==> src/rtl/core/qmpr_pkg.sv <==
// Shared types, constants and helper functions for the QR mask pattern rewriter.
`timescale 1ns / 1ps
`default_nettype none

package qmpr_pkg;

  // Store geometry
  localparam int MAX_WIDTH   = 32;
  localparam int STORE_DEPTH = MAX_WIDTH * MAX_WIDTH;
  localparam int ADDR_W      = $clog2(STORE_DEPTH);

  // Configuration reset value
  localparam logic [7:0] CODE_WIDTH_RESET = 8'd25;

  // Module byte flag marking a non-data module
  localparam int NONDATA_BIT = 7;

  // Level L, pattern 0 format bits; bit i is format bit index i
  localparam logic [14:0] FMT_L0_BITS = 15'b001000111110111;

  // Format mask over mask field columns 2, 3, 4 (bit 2 belongs to column 2)
  localparam logic [2:0] FMT_MASK_XOR = 3'b101;

  // Row holding the mask field of the first format copy
  localparam logic [7:0] FMT_ROW_LINE = 8'd8;
  localparam logic [7:0] FMT_MASK_COL_LO = 8'd2;
  localparam logic [7:0] FMT_MASK_COL_HI = 8'd4;

  // First format copy positions per bit index
  localparam logic [7:0] FMT_ROW [0:14] = '{
    8'd8, 8'd8, 8'd8, 8'd8, 8'd8, 8'd8, 8'd8, 8'd8,
    8'd7, 8'd5, 8'd4, 8'd3, 8'd2, 8'd1, 8'd0
  };
  localparam logic [7:0] FMT_COL [0:14] = '{
    8'd0, 8'd1, 8'd2, 8'd3, 8'd4, 8'd5, 8'd7, 8'd8,
    8'd8, 8'd8, 8'd8, 8'd8, 8'd8, 8'd8, 8'd8
  };

  // Reciprocal multiplier for division by 3 of an 8-bit value: (x * 171) >> 9
  localparam logic [7:0] DIV3_MUL   = 8'd171;
  localparam int         DIV3_SHIFT = 9;

  // Commands from the controller to the datapath
  typedef struct packed {
    logic load;     // take a new transaction into the input registers
    logic calc;     // evaluate address, range and remask flags
    logic access;   // drive the store: write or read address
    logic capture;  // build and present the read result
  } qmpr_cmd_t;

  // Status from the datapath to the controller
  typedef struct packed {
    logic is_read;
  } qmpr_sts_t;

  // Residue mod 3 of a 10-bit value; 4 is 1 mod 3, so sum base-4 digits
  function automatic logic [1:0] mod3(input logic [9:0] x);
    logic [3:0] s;
    logic [2:0] t;
    s = '0;
    for (int k = 0; k < 5; k++) begin
      s = s + 4'(x[2*k +: 2]);
    end
    t = 3'(s[3:2]) + 3'(s[1:0]);
    if (t >= 3'd6) begin
      t = t - 3'd6;
    end else if (t >= 3'd3) begin
      t = t - 3'd3;
    end
    return t[1:0];
  endfunction

  // Product of two residues mod 3
  function automatic logic [1:0] mul_mod3(input logic [1:0] a, input logic [1:0] b);
    logic [1:0] res;
    if (a == 2'd0 || b == 2'd0) begin
      res = 2'd0;
    end else if (a == b) begin
      res = 2'd1;
    end else begin
      res = 2'd2;
    end
    return res;
  endfunction

endpackage

`default_nettype wire

==> src/rtl/core/qmpr_ctrl.sv <==
// Controller state machine sequencing one transaction at a time.
`timescale 1ns / 1ps
`default_nettype none

module qmpr_ctrl (
  input  wire logic                clk,
  input  wire logic                rst,
  input  wire logic                start,
  input  wire qmpr_pkg::qmpr_sts_t sts,
  output qmpr_pkg::qmpr_cmd_t      cmd,
  output logic                     busy
);

  import qmpr_pkg::*;

  localparam logic [1:0] S_IDLE   = 2'd0;
  localparam logic [1:0] S_CALC   = 2'd1;
  localparam logic [1:0] S_ACCESS = 2'd2;
  localparam logic [1:0] S_READ   = 2'd3;

  logic [1:0] state;
  logic [1:0] state_next;

  // Advance through calc, access and, for reads, capture
  always_comb begin
    state_next = state;
    case (state)
      S_IDLE: begin
        if (start) begin
          state_next = S_CALC;
        end
      end
      S_CALC: begin
        state_next = S_ACCESS;
      end
      S_ACCESS: begin
        state_next = sts.is_read ? S_READ : S_IDLE;
      end
      S_READ: begin
        state_next = S_IDLE;
      end
      default: begin
        state_next = S_IDLE;
      end
    endcase
  end

  always_ff @(posedge clk) begin
    if (rst) begin
      state <= S_IDLE;
    end else begin
      state <= state_next;
    end
  end

  // Decode commands
  assign cmd.load    = (state == S_IDLE) && start;
  assign cmd.calc    = (state == S_CALC);
  assign cmd.access  = (state == S_ACCESS);
  assign cmd.capture = (state == S_READ);
  assign busy        = (state != S_IDLE);

  // An accepted transaction always moves on to the calc step
  a_accept_to_calc: assert property (@(posedge clk) disable iff (rst)
    (start && !busy) |=> (state == S_CALC))
    else $error("accepted transaction did not enter calc");

  // A write finishes right after its store access
  a_write_ends: assert property (@(posedge clk) disable iff (rst)
    (state == S_ACCESS && !sts.is_read) |=> (state == S_IDLE))
    else $error("write did not return to idle after access");

  // A read passes through capture exactly after its access
  a_read_capture: assert property (@(posedge clk) disable iff (rst)
    (state == S_ACCESS && sts.is_read) |=> (state == S_READ))
    else $error("read skipped the capture step");

endmodule

`default_nettype wire

==> config.mk <==
export PLATFORM = sky130hd
export DESIGN_NAME = qmpr_ctrl
export DESIGN_NICKNAME = d
export VERILOG_FILES = /design/src/rtl/core/qmpr_pkg.sv /design/src/rtl/core/qmpr_ctrl.sv
export SDC_FILE = /design/constraint.sdc
export NUM_CORES = 1
export LEC_CHECK = 0
export ABC_AREA = 1
export ABC_CLOCK_PERIOD_IN_PS = 900
export BUFFER_PORTS_ARGS = -buffer_cell sky130_fd_sc_hd__clkbuf_2
export CAP_MARGIN = 10
export CORE_AREA = 10 10 47 49
export CTS_BUF_LIST = sky130_fd_sc_hd__clkbuf_4 sky130_fd_sc_hd__clkbuf_8
export DETAILED_ROUTE_END_ITERATION = 7
export DIE_AREA = 0 0 57 59
export GPL_ROUTABILITY_DRIVEN = 0
export SLEW_MARGIN = 25
export SYNTH_ARGS = -nofsm -noshare
export SYNTH_HDL_FRONTEND = slang
export SYNTH_SLANG_ARGS = --single-unit
==> constraint.sdc <==
create_clock -name clk -period 0.9 [get_ports clk]
set_input_delay 0.045 -clock clk [delete_from_list [all_inputs] [get_ports clk]]
set_output_delay 0.045 -clock clk [all_outputs]
set_load 0.01 [all_outputs]
==> results.yml <==
status:
  status: "finished with violations"
  violations: "negative setup slack"
worst_setup_path:
  worstPathRequired_ps: 850
  rr_worst_depth: 4
  cp_slowest_cell: "dfxtp_4"
  rr_startpoint: "state[0]$_SDFFE_PP0P_"
  cpPeakStageDelay_ps: 350
  start_kind: "register"
  rrSetupSlack_ps: 110
  endpoint_kind: "output pin"
  path_depth: 4
  crit_arrival_ps: 870
  timing.rr.end: "state[0]$_SDFFE_PP0P_"
  critical_path.cell_chain: "inv_4 -> nand3_2 -> inv_1 -> buf_2"
  crit_family: "flip-flops"
  worstPathMaxFanout: 4
  critPathBufInv: 3
  crit_type: "reg -> out"
final_layout:
  fin_area_um2: 235.2
  final_nets: 36
  largest_register_ff_count: 2
  top_register: "state"
  final_cells: 46
  syn_to_final_growth_pct: 126.5
  drive_gt1_frac: 0.7333
  antenna_cells: 0
  layout_commonest_cell: "clkbuf_2"
  final_cell_mix: "4 x clkbuf_2, 3 x clkbuf_4, 3 x buf_2, 3 x buf_4"
  largest_registers: "state (2)"
sta:
  setup_violations: 1
  skew_ps: 1.055
  hold_slack_ps: 78.31
  setup_slack_ps: -13.62
  fin_crit_ps: 913.6
  tightestPinTransition_ps: 109.5
  slew_headroom: 0.9270
  hold_viol: 0
  max_freq_ghz: 1.095
  slew_viol_final: 0
  rsz0062_at_grt: "yes"
  fin_crit_sh: 1.015
placement:
  port_buffers: 8
  dp_slack_ps: 165.2
  place_area_um2: 163.9
  place_inst: 39
  dpl.hpwl_um: 290.5
global_route:
  overflow: 0
  busiest_layer: "met3"
  grt_max_degree: 5
  use_met2: 0.03411
  antenna_found_initial: 0
  grt_pass1_wl_um: 683
  grt_usage: 0.03067
  use_met3: 0.04506
  grt_pass1_vias: 178
  met1_usage: 0.01898
floorplanning:
  die-area_um2: 3363
  io_pins: 9
  start_util: 0.07411
  core_area_um2: 1401
  die_y_um: 59
  die_width_um: 57
  rows: 14
detailed_routing:
  drc: 0
  via_per_inst: 3.239
  dr.pass1.iters: 1
  wl_per_cell_um: 8.674
  num_vias: 149
  drt_iter0_drc: 0
  antenna_left: 0
  routed_wl_um: 399
clock_network:
  h-tree-depth: 1
  cts_buffer_depth: 2
  cts_tree: "done"
  insertion_delay_ps: 220
  root_buffer: "clkbuf_4"
  clk_pin_slew_worst_paths_ps: 30
  cts.sinks: 2
  cts_made_buffers: 3
yosys:
  netlist_area_um2: 103.9
  syn-num-nets: 19
  syn_area_per_cell_um2: 6.923
  synth_top_area_cell: "dfxtp_1"
  ys_warn_count: 0
  yosys-top-cells-area: "dfxtp_1 39%, nand3_2 19%, inv_1 11%"
  yosysSeqAreaShare: 0.3855
  syn_inst: 15
  yosysUniqueCellTypes: 7
  synth_top_cell_area_share: 0.3855
  synth-seq-cells: 2
power_and_ir_drop:
  power.density_nw_per_um2: 1644
  p_total_w: 0.0003868
  leakage_nw: 0.1364
  peakVddDrop_uv: 338.8
worst_hold_path:
  min-delay-start: "sts"
  whs_endpoint: "state[0]$_SDFFE_PP0P_"
  holdPathStages: 3
  worstHoldPathType: "in -> reg"
flow_run:
  cap_viol_max_count: 0
## synthesized netlist by cell type
cell and count:
a21oi_1 2, dfxtp_1 2, inv_1 3, inv_2 2, nand2_1 3, nand3_2 2, nor2_1 1
## how the worst max path moves through the flow
stage | from | end | slack (ps)
after floorplan | state[1]$_SDFFE_PP0P_ | state[1]$_SDFFE_PP0P_ | 260
after global routing | state[0]$_SDFFE_PP0P_ | cmd[3] | -70
after global placement | state[1]$_SDFFE_PP0P_ | cmd[2] | 180
final | state[0]$_SDFFE_PP0P_ | cmd[3] | -10
after detailed placement | state[1]$_SDFFE_PP0P_ | cmd[2] | 170
after CTS | state[1]$_SDFFE_PP0P_ | cmd[3] | -30
## cell families after synthesis
kind of cell	count (synthesis)	synth area share
flip-flops	2	0.3856
AO/OA/AOI/OAI	2	0.09639
buffers and inverters	5	0.1807
AND/OR/NAND/NOR	6	0.3373
## final cells by class
| class | instances | area (um^2) |
|---|---|---|
| sequential | 2 | 45.04 |
| multi-input combinational | 8 | 47.55 |
| fill | 165 | 1166 |
| tap | 16 | 20.02 |
| inverter | 5 | 21.27 |
| timing repair buffer | 12 | 78.83 |
| clock buffer | 3 | 22.52 |
## repair_timing
item                       4_1_cts  5_1_grt
pin swaps                        1        1
hold endpoints to repair         2        0
setup endpoints to repair        4        5
setup buffers                    3        0
resized for setup                4        7
hold buffers                     1        0
## stage by stage
stage / util / setup TNS [ps]
global route: 0.1679 / -168.3
CTS: 0.1598 / -46.66
finish: 0.1679 / -13.62
global placement: 0.1170 / 0
detailed placement: 0.1170 / 0
floorplan: - / 0
## worst register-to-register path, delay by kind of cell (launching register included)
family                 cells  cell delay [ps]
buffers and inverters      2              190
flip-flops                 1              350
AND/OR/NAND/NOR            1               70
AO/OA/AOI/OAI              1              100
## power by group
part	switching [W]	internal, W
sequential	0.00000803	0.0000964
combinational	0.0000412	0.0000463
clock	0.0000481	0.000147
total	0.0000974	0.000289
## routing by layer
metal	vias up	wire, um
li1	74	-
met1	63	120
met2	12	172
met3	0	106
met4	0	0
met5	-	0
No activity file was read; power rests on OpenSTA's default activity.
